File: src/hw/rtl/ootb_pkg.sv
// Shared types and constants for the out-of-the-blue chunk filter.
package ootb_pkg;

    localparam int DATA_W    = 8;
    localparam int VERDICT_W = 2;
    localparam int OFFSET_W  = 16;
    localparam int PADLEN_W  = 17;

    localparam logic [VERDICT_W-1:0] VERDICT_KEEP      = 2'd0;
    localparam logic [VERDICT_W-1:0] VERDICT_DISCARD   = 2'd1;
    localparam logic [VERDICT_W-1:0] VERDICT_MALFORMED = 2'd2;

    localparam logic [DATA_W-1:0] TYPE_ABORT             = 8'd6;
    localparam logic [DATA_W-1:0] TYPE_ERROR             = 8'd9;
    localparam logic [DATA_W-1:0] TYPE_COOKIE_ACK        = 8'd11;
    localparam logic [DATA_W-1:0] TYPE_SHUTDOWN_COMPLETE = 8'd14;

    localparam logic [2*DATA_W-1:0] CAUSE_STALE_COOKIE = 16'd3;

    // Chunk offsets of the header and first cause fields.
    localparam logic [OFFSET_W-1:0] OFF_TYPE       = 16'd0;
    localparam logic [OFFSET_W-1:0] OFF_LEN_HIGH   = 16'd2;
    localparam logic [OFFSET_W-1:0] OFF_LEN_LOW    = 16'd3;
    localparam logic [OFFSET_W-1:0] OFF_CAUSE_HIGH = 16'd4;
    localparam logic [OFFSET_W-1:0] OFF_CAUSE_LOW  = 16'd5;

    localparam logic [2*DATA_W-1:0] MIN_CHUNK_LEN = 16'd4;

    typedef struct packed {
        logic                 load;
        logic [VERDICT_W-1:0] verdict;
        logic [DATA_W-1:0]    deciding_type;
    } t_result;

endpackage

File: src/hw/rtl/ootb_if.sv
// Valid/ready channels for packet bytes and verdicts.
interface ootb_in_if;
    import ootb_pkg::*;
    logic              valid;
    logic              ready;
    logic [DATA_W-1:0] data_byte;
    logic              last_byte;

    modport source (output valid, output data_byte, output last_byte, input ready);
    modport sink   (input valid, input data_byte, input last_byte, output ready);
endinterface

interface ootb_out_if;
    import ootb_pkg::*;
    logic                 valid;
    logic                 ready;
    logic [VERDICT_W-1:0] verdict;
    logic [DATA_W-1:0]    deciding_type;

    modport source (output valid, output verdict, output deciding_type, input ready);
    modport sink   (input valid, input verdict, input deciding_type, output ready);
endinterface

File: src/hw/rtl/ootb_in_stage.sv
// Input register for packet byte requests.
module ootb_in_stage
    import ootb_pkg::*;
(
    input  logic              i_clk,
    input  logic              i_rst_n,
    input  logic              i_valid,
    output logic              o_ready,
    input  logic [DATA_W-1:0] i_data_byte,
    input  logic              i_last_byte,
    input  logic              i_take,
    output logic              o_valid,
    output logic [DATA_W-1:0] o_data_byte,
    output logic              o_last_byte
);

    logic              r_valid;
    logic [DATA_W-1:0] r_data_byte;
    logic              r_last_byte;

    assign o_ready = !r_valid || i_take;

    always_ff @(posedge i_clk) begin
        if (!i_rst_n) begin
            r_valid <= 1'b0;
        end else if (o_ready) begin
            r_valid <= i_valid;
        end
    end

    always_ff @(posedge i_clk) begin
        if (o_ready && i_valid) begin
            r_data_byte <= i_data_byte;
            r_last_byte <= i_last_byte;
        end
    end

    assign o_valid     = r_valid;
    assign o_data_byte = r_data_byte;
    assign o_last_byte = r_last_byte;

endmodule

File: src/hw/rtl/ootb_tracker.sv
// Chunk walk state and per-byte decision logic.
module ootb_tracker
    import ootb_pkg::*;
(
    input  logic              i_clk,
    input  logic              i_rst_n,
    input  logic              i_valid,
    input  logic [DATA_W-1:0] i_data_byte,
    input  logic              i_last_byte,
    input  logic              i_out_free,
    output logic              o_take,
    output t_result           o_result
);

    logic [OFFSET_W-1:0]  r_offset,   n_offset;
    logic [PADLEN_W-1:0]  r_padlen,   n_padlen;
    logic [DATA_W-1:0]    r_type,     n_type;
    logic [DATA_W-1:0]    r_cause_hi, n_cause_hi;
    logic [DATA_W-1:0]    r_len_hi,   n_len_hi;
    logic [VERDICT_W-1:0] r_verdict,  n_verdict;
    logic [DATA_W-1:0]    r_dtype,    n_dtype;

    logic [VERDICT_W-1:0] ev_verdict;
    logic [DATA_W-1:0]    ev_type;
    logic [2*DATA_W-1:0]  len;
    logic [2*DATA_W-1:0]  cause;
    logic [PADLEN_W-1:0]  off_plus1;
    logic                 chunk_done;
    logic [VERDICT_W-1:0] fin_verdict;
    logic [DATA_W-1:0]    fin_type;

    // A last byte needs room in the result register; others always advance.
    assign o_take = i_valid && (!i_last_byte || i_out_free);

    assign len       = {r_len_hi, i_data_byte};
    assign cause     = {r_cause_hi, i_data_byte};
    assign off_plus1 = {1'b0, r_offset} + 17'd1;

    always_comb begin
        n_type     = r_type;
        n_cause_hi = r_cause_hi;
        n_len_hi   = r_len_hi;
        n_padlen   = r_padlen;
        ev_verdict = VERDICT_KEEP;
        ev_type    = '0;
        case (r_offset)
            OFF_TYPE: begin
                n_type     = i_data_byte;
                n_cause_hi = '0;
                if (i_data_byte == TYPE_ABORT || i_data_byte == TYPE_COOKIE_ACK ||
                    i_data_byte == TYPE_SHUTDOWN_COMPLETE) begin
                    ev_verdict = VERDICT_DISCARD;
                    ev_type    = i_data_byte;
                end
            end
            OFF_LEN_HIGH: begin
                n_len_hi = i_data_byte;
            end
            OFF_LEN_LOW: begin
                // Round up to a multiple of four.
                n_padlen = ({1'b0, len} + 17'd3) & 17'h1FFFC;
                if (len < MIN_CHUNK_LEN) begin
                    ev_verdict = VERDICT_MALFORMED;
                end
            end
            OFF_CAUSE_HIGH: begin
                n_cause_hi = i_data_byte;
            end
            OFF_CAUSE_LOW: begin
                if (r_type == TYPE_ERROR && cause == CAUSE_STALE_COOKIE) begin
                    ev_verdict = VERDICT_DISCARD;
                    ev_type    = r_type;
                end
            end
            default: ;
        endcase

        // First decision holds.
        if (r_verdict == VERDICT_KEEP) begin
            n_verdict = ev_verdict;
            n_dtype   = ev_type;
        end else begin
            n_verdict = r_verdict;
            n_dtype   = r_dtype;
        end

        fin_verdict = n_verdict;
        fin_type    = n_dtype;
        if (r_offset < OFF_LEN_LOW && n_verdict == VERDICT_KEEP) begin
            fin_verdict = VERDICT_MALFORMED;
            fin_type    = '0;
        end

        chunk_done = (r_offset >= OFF_LEN_LOW) && (off_plus1 >= n_padlen);
        n_offset   = chunk_done ? '0 : off_plus1[OFFSET_W-1:0];
    end

    always_ff @(posedge i_clk) begin
        if (!i_rst_n || (o_take && i_last_byte)) begin
            r_offset   <= '0;
            r_padlen   <= '0;
            r_type     <= '0;
            r_cause_hi <= '0;
            r_len_hi   <= '0;
            r_verdict  <= VERDICT_KEEP;
            r_dtype    <= '0;
        end else if (o_take) begin
            r_offset   <= n_offset;
            r_padlen   <= n_padlen;
            r_type     <= n_type;
            r_cause_hi <= n_cause_hi;
            r_len_hi   <= n_len_hi;
            r_verdict  <= n_verdict;
            r_dtype    <= n_dtype;
        end
    end

    assign o_result.load          = o_take && i_last_byte;
    assign o_result.verdict       = fin_verdict;
    assign o_result.deciding_type = fin_type;

endmodule

File: src/hw/rtl/ootb_out_stage.sv
// Result register for verdict requests.
module ootb_out_stage
    import ootb_pkg::*;
(
    input  logic                 i_clk,
    input  logic                 i_rst_n,
    input  t_result              i_result,
    output logic                 o_free,
    output logic                 o_valid,
    input  logic                 i_ready,
    output logic [VERDICT_W-1:0] o_verdict,
    output logic [DATA_W-1:0]    o_deciding_type
);

    logic                 r_valid;
    logic [VERDICT_W-1:0] r_verdict;
    logic [DATA_W-1:0]    r_dtype;

    assign o_free = !r_valid || i_ready;

    always_ff @(posedge i_clk) begin
        if (!i_rst_n) begin
            r_valid <= 1'b0;
        end else if (i_result.load) begin
            r_valid <= 1'b1;
        end else if (i_ready) begin
            r_valid <= 1'b0;
        end
    end

    always_ff @(posedge i_clk) begin
        if (i_result.load) begin
            r_verdict <= i_result.verdict;
            r_dtype   <= i_result.deciding_type;
        end
    end

    assign o_valid         = r_valid;
    assign o_verdict       = r_verdict;
    assign o_deciding_type = r_dtype;

endmodule

File: src/hw/rtl/ootb_packet_chunk_filter.sv
// A byte request is held in the input register until the tracker processes it; a last
// byte's verdict is then registered in the result register and offered from there.
// Throughput: one byte per cycle; the input register and result register decouple
// both sides, so bytes other than the last keep flowing while a verdict waits to be
// taken; a last byte holds in the input register until the result register frees.
// Reset: synchronous, active low; clears both valid bits and the chunk walk state.
module ootb_packet_chunk_filter
    import ootb_pkg::*;
(
    input  logic   i_clk,
    input  logic   i_rst_n,
    ootb_in_if.sink    i_in,
    ootb_out_if.source o_out
);

    // Input register outputs.
    logic              in_valid;
    logic [DATA_W-1:0] in_data_byte;
    logic              in_last_byte;

    // Handshake between tracker and result register.
    logic    take;
    logic    out_free;
    t_result result;

    // Hold one byte request at a time; advance when the tracker takes it.
    ootb_in_stage u_in (
        .i_clk       (i_clk),
        .i_rst_n     (i_rst_n),
        .i_valid     (i_in.valid),
        .o_ready     (i_in.ready),
        .i_data_byte (i_in.data_byte),
        .i_last_byte (i_in.last_byte),
        .i_take      (take),
        .o_valid     (in_valid),
        .o_data_byte (in_data_byte),
        .o_last_byte (in_last_byte)
    );

    // Walk the chunk chain: offset compare, length rounding, first decision.
    // A last byte stalls only if the previous verdict is still waiting.
    ootb_tracker u_track (
        .i_clk       (i_clk),
        .i_rst_n     (i_rst_n),
        .i_valid     (in_valid),
        .i_data_byte (in_data_byte),
        .i_last_byte (in_last_byte),
        .i_out_free  (out_free),
        .o_take      (take),
        .o_result    (result)
    );

    // Hold the verdict until the sink takes it.
    ootb_out_stage u_out (
        .i_clk           (i_clk),
        .i_rst_n         (i_rst_n),
        .i_result        (result),
        .o_free          (out_free),
        .o_valid         (o_out.valid),
        .i_ready         (o_out.ready),
        .o_verdict       (o_out.verdict),
        .o_deciding_type (o_out.deciding_type)
    );

endmodule

File: src/flat_wrapper.sv
// flat-port wrapper written by rule: the top's interface ports become plain ports
module ootb_packet_chunk_filter_flat import ootb_pkg::*;
  (i_clk, i_rst_n, i_in_valid, i_in_data_byte, i_in_last_byte, i_in_ready, o_out_valid, o_out_verdict, o_out_deciding_type, o_out_ready);
  ootb_in_if i_in_i ();
  ootb_out_if o_out_i ();
  input  logic i_clk;
  input  logic i_rst_n;
  input wire logic [$bits(i_in_i.valid)-1:0] i_in_valid;
  input wire logic [$bits(i_in_i.data_byte)-1:0] i_in_data_byte;
  input wire logic [$bits(i_in_i.last_byte)-1:0] i_in_last_byte;
  output wire logic [$bits(i_in_i.ready)-1:0] i_in_ready;
  output wire logic [$bits(o_out_i.valid)-1:0] o_out_valid;
  output wire logic [$bits(o_out_i.verdict)-1:0] o_out_verdict;
  output wire logic [$bits(o_out_i.deciding_type)-1:0] o_out_deciding_type;
  input wire logic [$bits(o_out_i.ready)-1:0] o_out_ready;
  assign i_in_i.valid = i_in_valid;
  assign i_in_i.data_byte = i_in_data_byte;
  assign i_in_i.last_byte = i_in_last_byte;
  assign i_in_ready = i_in_i.ready;
  assign o_out_valid = o_out_i.valid;
  assign o_out_verdict = o_out_i.verdict;
  assign o_out_deciding_type = o_out_i.deciding_type;
  assign o_out_i.ready = o_out_ready;
  ootb_packet_chunk_filter u_core (.i_clk(i_clk), .i_rst_n(i_rst_n), .i_in(i_in_i), .o_out(o_out_i));
endmodule
File: config.mk
export PLATFORM = sky130hd
export DESIGN_NAME = ootb_packet_chunk_filter_flat
export DESIGN_NICKNAME = d
export VERILOG_FILES = /design/src/hw/rtl/ootb_pkg.sv /design/src/hw/rtl/ootb_if.sv /design/src/hw/rtl/ootb_in_stage.sv /design/src/hw/rtl/ootb_tracker.sv /design/src/hw/rtl/ootb_out_stage.sv /design/src/hw/rtl/ootb_packet_chunk_filter.sv /design/src/flat_wrapper.sv
export SDC_FILE = /design/constraint.sdc
export NUM_CORES = 1
export LEC_CHECK = 0
export BUFFER_PORTS_ARGS = -buffer_cell sky130_fd_sc_hd__buf_2
export CORE_MARGIN = 2
export CORE_UTILIZATION = 55
export CTS_BUF_LIST = sky130_fd_sc_hd__clkbuf_16
export CTS_CLUSTER_SIZE = 20
export DETAILED_ROUTE_END_ITERATION = 10
export GPL_TIMING_DRIVEN = 0
export PLACE_DENSITY = 0.85
export SLEW_MARGIN = 25
export SYNTH_ARGS = -nofsm -noshare
export SYNTH_HDL_FRONTEND = slang
export SYNTH_HIERARCHICAL = 1
export SYNTH_SLANG_ARGS = --single-unit
File: constraint.sdc
create_clock -name i_clk -period 3 [get_ports i_clk]
set_clock_uncertainty 0.1 [all_clocks]
set_input_delay 0.45 -clock i_clk [delete_from_list [all_inputs] [get_ports i_clk]]
set_output_delay 0.45 -clock i_clk [all_outputs]
set_load 0.02 [all_outputs]
**Yosys cells after proc, flatten, opt, wreduce, memory -nomap -nowiden**

Index checks and enable logic that the tools add are counted.

- Equality and inequality tests: 9
- Muxes and demuxes: 14
- Add/subtract/negate cells: 2
- Order comparisons: 4
- Reduce and logical (&&, ||, !) cells: 24

Operators by type and width:

| cell | count |
|---|---|
| $eq A16 B2 Y1 const B | 3 |
| $eq A16 B3 Y1 const B | 2 |
| $pmux W8 S2 | 2 |
| $eq A8 B4 Y1 const B | 3 |
| $mux W8 | 3 |
| $add A16 B1 Y17 const B | 1 |
| $add A16 B2 Y17 const B | 1 |
| $ge A17 B17 Y1 | 1 |
| $mux W17 | 1 |
| $ge A16 B2 Y1 const B | 1 |
| $logic_not A16 Y1 | 1 |
| $lt A16 B2 Y1 const B | 1 |
| $lt A16 B3 Y1 const B | 1 |
| $mux W16 | 1 |
| $eq A8 B3 Y1 const B | 1 |
| $logic_and A1 B1 Y1 | 6 |
| $logic_or A1 B1 Y1 | 6 |
| $pmux W2 S3 | 1 |
| $reduce_and A2 Y1 | 3 |
| $logic_not A1 Y1 | 4 |
| $logic_not A2 Y1 | 2 |
| $mux W1 | 4 |
| $mux W2 | 2 |
| $reduce_bool A2 Y1 | 2 |

- Bits in registers: 88
- Output and inout bits: 12
- Word-level logic and storage cells: 66
- Bits of input ports: 13

**Depth between registers and ports, before layout**

Gate-level depths: netlist (run 1).

- Depth in word-level cells: 8
- Gate-level depth with buffers: 16
- Depth with buffers taken out: 13

**By module**

Netlist (run 1), hierarchy kept.

By module, submodules not included:

| module | instances | cells each | sequential area each (µm²) | area each (µm²) |
|---|---|---|---|---|
| ootb_tracker | 1 | 469 | 1,341.3 | 3,873.7 |
| ootb_out_stage | 1 | 14 | 320.3 | 349.1 |
| ootb_in_stage | 1 | 14 | 290.3 | 327.8 |

**Least setup slack after synthesis (run 1)**

OpenSTA, ideal clock, no wires.

- Kind: reg-to-reg
- From: register u_core.u_track.r_offset[10]
- To: register u_core.u_track.r_offset[4]
- Setup time: 0.123 ns
- Required time: 2.777 ns
- Path slack: -0.147 ns
- Cell stages (with the launch flop): 17
- Path buffers: 4
- Clock period less this slack: 3.147 ns
- Arrival: 2.924 ns
- Path through: dfxtp_1 -> buf_2 -> nor4_1 -> and4_4 -> buf_6 -> nand3_4 -> clkbuf_1 -> nor2_1 -> a21oi_1 -> ha_1 -> and3_1 -> nand4_1 -> nor4_1 -> nor3_1 -> a21oi_1 -> buf_2 -> o21ai_0

- Cells in the longest elaborated chain, start to end: 5
- Elaborated cells on any way between the ends: 7
- Those cells by class: 1 x add/sub; 2 x order compare; 1 x eq/ne; 2 x mux; 1 x reduce/logical

RTL lines:

| item | RTL line | text |
|---|---|---|
| from (decl) | ootb_tracker.sv:15 | `logic [OFFSET_W-1:0] r_offset, n_offset;` |
| from (signal assigned) | ootb_tracker.sv:108 | `r_offset <= n_offset;` |
| parallel branches: the longest is 3 deep, another holds $add A16 B1 Y17 | - |  |
| $logic_and A1 B1 Y1 (*) | ootb_tracker.sv:94 | `chunk_done = (r_offset >= OFF_LEN_LOW) && (off_plus1 >= n_padlen);` |
| $mux W16 (*) | ootb_tracker.sv:95 | `n_offset = chunk_done ? '0 : off_plus1[OFFSET_W-1:0];` |

Mark *: on every way between the ends.
A chain may end at the register's enable or synchronous reset.

**Final worst setup path (run 1)**

- From: register u_core.u_in.r_data_byte[2] (netlist: u_core/u_in/o_data_byte[2])
- To: register u_core.u_track.r_offset[3]

- Cells in the longest elaborated chain, start to end: 5

RTL lines:

| item | RTL line | text |
|---|---|---|
| from (decl) | ootb_in_stage.sv:18 | `logic [DATA_W-1:0] r_data_byte;` |
| from (signal assigned) | ootb_in_stage.sv:33 | `r_data_byte <= i_data_byte;` |
| $add A16 B2 Y17 | ootb_tracker.sv:61 | `n_padlen = ({1'b0, len} + 17'd3) & 17'h1FFFC;` |
| $mux W17 | ootb_tracker.sv:46 | `case (r_offset)` |
| $ge A17 B17 Y1 | ootb_tracker.sv:94 |  |
| $logic_and A1 B1 Y1 | ootb_tracker.sv:94 |  |
| $mux W16 | ootb_tracker.sv:95 |  |

Every way passes these cells.

==> out/metrics.cfg, run 1 <==
[outcome]
status=finished with violations
violations=negative setup slack

[floorplanning]
start_util_pct=55.9
core-area_um2=8130
row_count=33
die-area_um2=9020
die_h_um=95.0
ioPinCount=25
die_w_um=95.0

[cells_and_area]
nets=598
fin_area_um2=5630
diodes=0
final_cell_mix=nor2_1 (71), dfxtp_1 (64), nand2_1 (51)
areaGrowthSynthToFinish_pct=23.8
drive_gt1_share_pct=29.0
final_common_cell=nor2_1

[timing]
worst_slack_ns=-0.339
worst_pin_slew_ns=0.707
rsz0062_at_grt=true
post-route-period-util_pct=111
maxSlewViolCount=0
hold_violations=0
maxSlewHeadroom_pct=52.9
finalSetupViolCount=16
finalCriticalPeriod_ns=3.34
max_freq_ghz=0.300
whs_ns=0.176

[clocking]
clk_latency_ns=0.34
tritoncts=built
cts_max_level=3
clock-sinks=88
clk_pin_slew_worst_paths_ns=0.07
clockRootBuffer=clkbuf_16
cts_buffer_depth=2
cts_buffers=9

[critical_path]
cpPeakStageDelay_ns=0.35
path_class=flop to flop
critPathTopFamily=simple AND/OR/NAND/NOR gates
crit_buf_inv=4
worstPathMaxFanout=7
crit_path_end_kind=flop
path_cells=clkbuf_8 > o211ai_1 > buf_4 > nor4_4 > nand4_1 > xnor2_2 > nor2_2 > a21oi_2 > ha_1 > nand4_1 > buf_4 > nor4_4 > nor3_4 > a21oi_4 > buf_6 > o21ai_1
arrival_ns=3.47
cp_slowest_cell=edfxtp_1
r2r_slack_ns=-0.34
required_ns=3.13
cp-start-kind=flop

[flow_run]
maxCapViolCount=0

[logic_synthesis]
synthesis.area_um2=4550
ys.flop_type=dfxtp_1
synth_edf_count=19
async_flop_share_pct=0
synth_seq_cells=88
avgSynthCellArea_um2=9.16
ys.warnings.count=6
synthCells=497
synth_seq_area_share_pct=42.9
syn_nets=531
synth.distinct_cells=59

[place]
port_buffers=24
place_area_um2=4830
routabilityCongestion=0.893
place_ws_ns=-0.505
dpl.hpwl_um=7440

[global_route]
antenna_found_initial=0
grt_usage_pct=28.3
grt_pass1_wl_um=19500
grt_max_degree=17
grt_pass1_vias=4061
overflow=0

[route]
wl_um=12300
drt_iter0_drc=361
wl_per_cell_um=18.3
firstDrtPassIters=5
via_per_inst=6.12
drc_errors=0
ant_nets=0
vias=4124

[power_and_ir_drop]
vdd_drop_max_mv=0.471
power_density_nw_per_um2=469
p_leak_nw=2.17

[worst_hold_path]
hold_path.class=primary input to flop

area by class of cell:
type	instances	area (um^2)
Clock buffer	9	225
Fill cell	545	2500
Buffer	27	226
Multi-Input combinational cell	363	2570
Clock inverter	7	80.1
Sequential cell	88	1960
Tap cell	105	131
Inverter	17	63.8
Timing Repair Buffer	58	379
report_power, final:
part	internal [W]	switching (W)
logic	0.0000914	0.000145
registers	0.00124	0.0000163
clock network	0.000656	0.000499
total	0.00198	0.000660
path summary, 6_finish.rpt:
check	start	depth (start not counted)	to
worst max register to register	u_core/u_in/o_data_byte[2]	16	u_core/u_track/r_offset[3]
worst min register to register	u_core/u_track/r_dtype[6]	1	u_core/u_track/r_dtype[6]
worst min-delay path	i_in_data_byte[5]	1	u_core/u_in/o_data_byte[5]
worst max-delay path	u_core/u_in/o_data_byte[2]	16	u_core/u_track/r_offset[3]
Yosys cell counts, drive strengths merged (2+ instances only):
cell / instances / area (um^2)
nor2: 79 / 309
dfxtp: 69 / 1380
nand2: 51 / 191
a21oi: 30 / 158
ha: 21 / 263
a211oi: 19 / 158
edfxtp: 19 / 571
o21ai: 19 / 98.8
inv: 17 / 63.8
xnor2: 17 / 149
mux2i: 16 / 160
nand3: 16 / 92.6
buf: 15 / 124
clkbuf: 14 / 82.6
xor2: 13 / 114
nand4: 9 / 56.3
nor4: 9 / 68.8
a22oi: 8 / 60.1
and2: 7 / 46.3
and3: 7 / 43.8
and4: 6 / 56.3
nor3: 6 / 30.0
a21o: 3 / 22.5
nand2b: 3 / 36.3
a21boi: 2 / 22.5
nor3b: 2 / 15.0
nor4b: 2 / 17.5
o211ai: 2 / 15.0
or2: 2 / 15.0
or3: 2 / 12.5
metal layers:
metal  vias up  GRT usage (%)  part of all wire, %
li1       1870              -                    -
met1      1986           33.9                   38
met2       219           49.3                   51
met3        49           6.07                  7.3
met4         0           11.2                  3.6
met5         -              0                    0
state kept, by name, indices dropped and copies added (netlist names), 2 cells and up:
register / cells
u_core/u_track/r_offset: 16
u_core/u_track/r_len_hi: 8
u_core/u_track/r_cause_hi: 8
u_core/u_track/r_verdict: 2
u_core/u_out/o_deciding_type: 8
u_core/u_out/o_verdict: 2
u_core/u_track/r_padlen: 17
u_core/u_in/o_data_byte: 8
u_core/u_track/r_type: 8
u_core/u_track/r_dtype: 8
cell families after synthesis:
family,synth area share [%]
simple gates,23.0
compound gates,12.9
flops,42.9
buf+inv,5.94
xor+xnor,5.77
fa+ha+maj,5.77
mux,3.77
what timing repair did:
item / in CTS / in global routing
pin swaps: 32 / 20
resized for setup: 40 / 21
cloned: 2 / 0
buffers inserted: 21 / 12
hold buffers: 0 / 0
setup endpoints to repair: 16 / 16
worst reg2reg max path: stages, from the launching register on:
cell and delay, ns:
edfxtp_1 0.35, clkbuf_8 0.14, o211ai_1 0.13, buf_4 0.18, nor4_4 0.30, nand4_1 0.29, xnor2_2 0.23, nor2_2 0.10
a21oi_2 0.05, ha_1 0.29, nand4_1 0.11, buf_4 0.18, nor4_4 0.20, nor3_4 0.08, a21oi_4 0.26, buf_6 0.18
o21ai_1 0.06
metrics by stage:
step	TNS, ns	util [%]	cells	power (W)
after floorplan	0	-	497	0.00141
after global placement	-5.43	59.4	626	0.00146
after detailed placement	-6.68	59.4	626	0.00147
after CTS	-1.91	67.2	663	0.00263
after global routing	-7.28	69.3	674	0.00272
final	-4.88	69.3	674	0.00264
(Power assumes the default switching activity.)
==> run 2: changes to the inputs <==
--- a/config.mk
+++ b/config.mk
@@ -12,7 +12,7 @@
 export CTS_CLUSTER_SIZE = 20
 export DETAILED_ROUTE_END_ITERATION = 10
 export GPL_TIMING_DRIVEN = 0
-export PLACE_DENSITY = 0.85
+export PLACE_DENSITY = 0.86
 export SLEW_MARGIN = 25
 export SYNTH_ARGS = -nofsm -noshare
 export SYNTH_HDL_FRONTEND = slang
==> out/metrics.cfg, run 2 (same netlist as run 1, synthesis figures left out) <==
[cells_and_area]
regMostFlops=u_core/u_track/r_padlen
diodes=0
largest_register_ffs=17
drive_gt1_share_pct=32.4
final_cell_mix=nor2_1 (66), dfxtp_1 (61), buf_4 (54)
final_common_cell=nor2_1
final_core_util_pct=71.9
fillers=484
areaGrowthSynthToFinish_pct=28.5
fin_cells=691
top_regs=u_core/u_track/r_padlen: 17 flops, u_core/u_track/r_offset: 16 flops
nets=615

[timing]
rsz0062_at_grt=true
finalSetupViolCount=16
whs_ns=0.173
worst_slack_ns=-0.399
worst_pin_slew_ns=0.777
finalCriticalPeriod_ns=3.40
maxSlewHeadroom_pct=48.2
maxSlewViolCount=0
max_freq_ghz=0.294
hold_violations=0
post-route-period-util_pct=113

[clocking]
cts_max_level=3
clk_latency_ns=0.35
cts_buffer_depth=2
tritoncts=built
clock-sinks=88
clockRootBuffer=clkbuf_16
ctsHoldBuffers=0
clk_pin_slew_worst_paths_ns=0.07
cts_buffers=9

[critical_path]
crit_path_end_kind=flop
cp-start-kind=flop
worstPathMaxFanout=7
path_cells=clkbuf_8 > o211ai_1 > buf_4 > nor4_4 > buf_4 > nand3_2 > xor2_2 > nor2_2 > a21oi_2 > ha_1 > nand4_1 > buf_4 > nor4_4 > nor3_4 > a21oi_4 > buf_6 > o21ai_1
cp_slowest_cell=edfxtp_1
path_class=flop to flop
cp_common_cell=buf_4
crit_cells=17
cpPeakStageDelay_ns=0.35
crit_buf_inv=5
arrival_ns=3.53
critPathTopFamily=simple AND/OR/NAND/NOR gates
ff2ff_path_depth=17
required_ns=3.13

[route]
firstDrtPassIters=5
via_per_inst=6.27
wl_per_cell_um=20.0
vias=4334
wl_um=13800
drc_errors=0
ant_nets=0
drt_iter0_drc=308

[power_and_ir_drop]
p_comb_share_pct=9.4
power_switching_w=0.000691
swShare_pct=26.5
clockPowerShare_pct=42.7
seq_power_share_pct=47.9
p_leak_nw=2.26
power_density_nw_per_um2=445
internal_power_w=0.00191
vdd_drop_max_mv=0.322

[global_route]
grt_pass1_wl_um=19800
grt_pass1_vias=4183
use_met2_pct=50.2
grt_max_degree=19
grt_usage_pct=28.9
use_met3_pct=5.83
top_usage_layer=met2
antenna_found_initial=0
use_met1_pct=32.6
overflow=0

[floorplanning]
die-area_um2=9020
ioPinCount=25
die_w_um=95.0
row_count=33
core-area_um2=8130
start_util_pct=55.9
die_h_um=95.0

[worst_hold_path]
worstHoldPathCells=1
hold_path.class=primary input to flop

[outcome]
status=finished with violations
violations=negative setup slack

[place]
routabilityCongestion=0.896
dpl.hpwl_um=7440
post-place-cells=626
port_buffers=24

[flow_run]
maxCapViolCount=0

[run 2: cell types whose count changed in the layout (fill, tap and decap cells not counted), moves of 2 or more]
cell | previous run | this run
buf_4 | 38 | 54
o21ai_2 | 11 | 5
dfxtp_4 | 0 | 5
nor2_1 | 71 | 66
o21ai_1 | 3 | 8
dfxtp_1 | 64 | 61
nor2_2 | 6 | 9
dfxtp_2 | 5 | 3
inv_8 | 1 | 3
nor2_4 | 2 | 4
xor2_1 | 12 | 10
xor2_2 | 1 | 3
[run 2: power groups by stage]
stage          clock network [W]  logic (W)  registers (W)
2_1_floorplan                  0   0.000126        0.00128
3_3_place_gp                   0   0.000181        0.00128
3_5_place_dp                   0   0.000186        0.00128
4_1_cts                  0.00110   0.000216        0.00125
5_1_grt                  0.00116   0.000258        0.00125
6_report                 0.00111   0.000244        0.00125
[run 2: worst paths after layout]
check / endpoint / start / slack, ns
worst min register to register: u_core/u_track/r_dtype[1] / u_core/u_track/r_dtype[1] / 0.37
worst max register to register: u_core/u_track/r_offset[9] / u_core/u_in/o_data_byte[2] / -0.40
worst min-delay path: u_core/u_in/o_data_byte[2] / i_in_data_byte[2] / 0.17
worst max-delay path: u_core/u_track/r_offset[9] / u_core/u_in/o_data_byte[2] / -0.40
[run 2: layout make-up]
class	count	area (um^2)	share of cell area, %
Inverter	17	63.8	1.09
Tap cell	105	131	2.25
Clock inverter	7	68.8	1.18
Buffer	26	238	4.06
Timing Repair Buffer	76	533	9.11
Multi-Input combinational cell	363	2620	44.7
Clock buffer	9	225	3.85
Sequential cell	88	1970	33.8
[run 2: timing repair]
item	in CTS	in global routing
buffers inserted	27	22
resized for setup	44	36
endpoints found under the setup margin	16	16
gates cloned	3	0
pin swaps	35	23
[run 2: through the flow]
| step | total power, W | TNS (ns) | instance area, um^2 | worst slack [ns] |
|---|---|---|---|---|
| global placement | 0.00146 | -5.23 | 4830 | -0.402 |
| floorplan | 0.00141 | 0 | 4580 | 0.000355 |
| finish | 0.00260 | -5.74 | 5850 | -0.399 |
| global route | 0.00267 | -8.29 | 5850 | -0.558 |
| detailed placement | 0.00147 | -7.30 | 4830 | -0.535 |
| CTS | 0.00257 | -1.89 | 5520 | -0.153 |
[run 2: layer usage]
layer	vias to the layer above	part of all wire, %
met5	-	0
met4	0	5.3
met3	77	7.2
met2	268	51
met1	2075	37
li1	1914	-
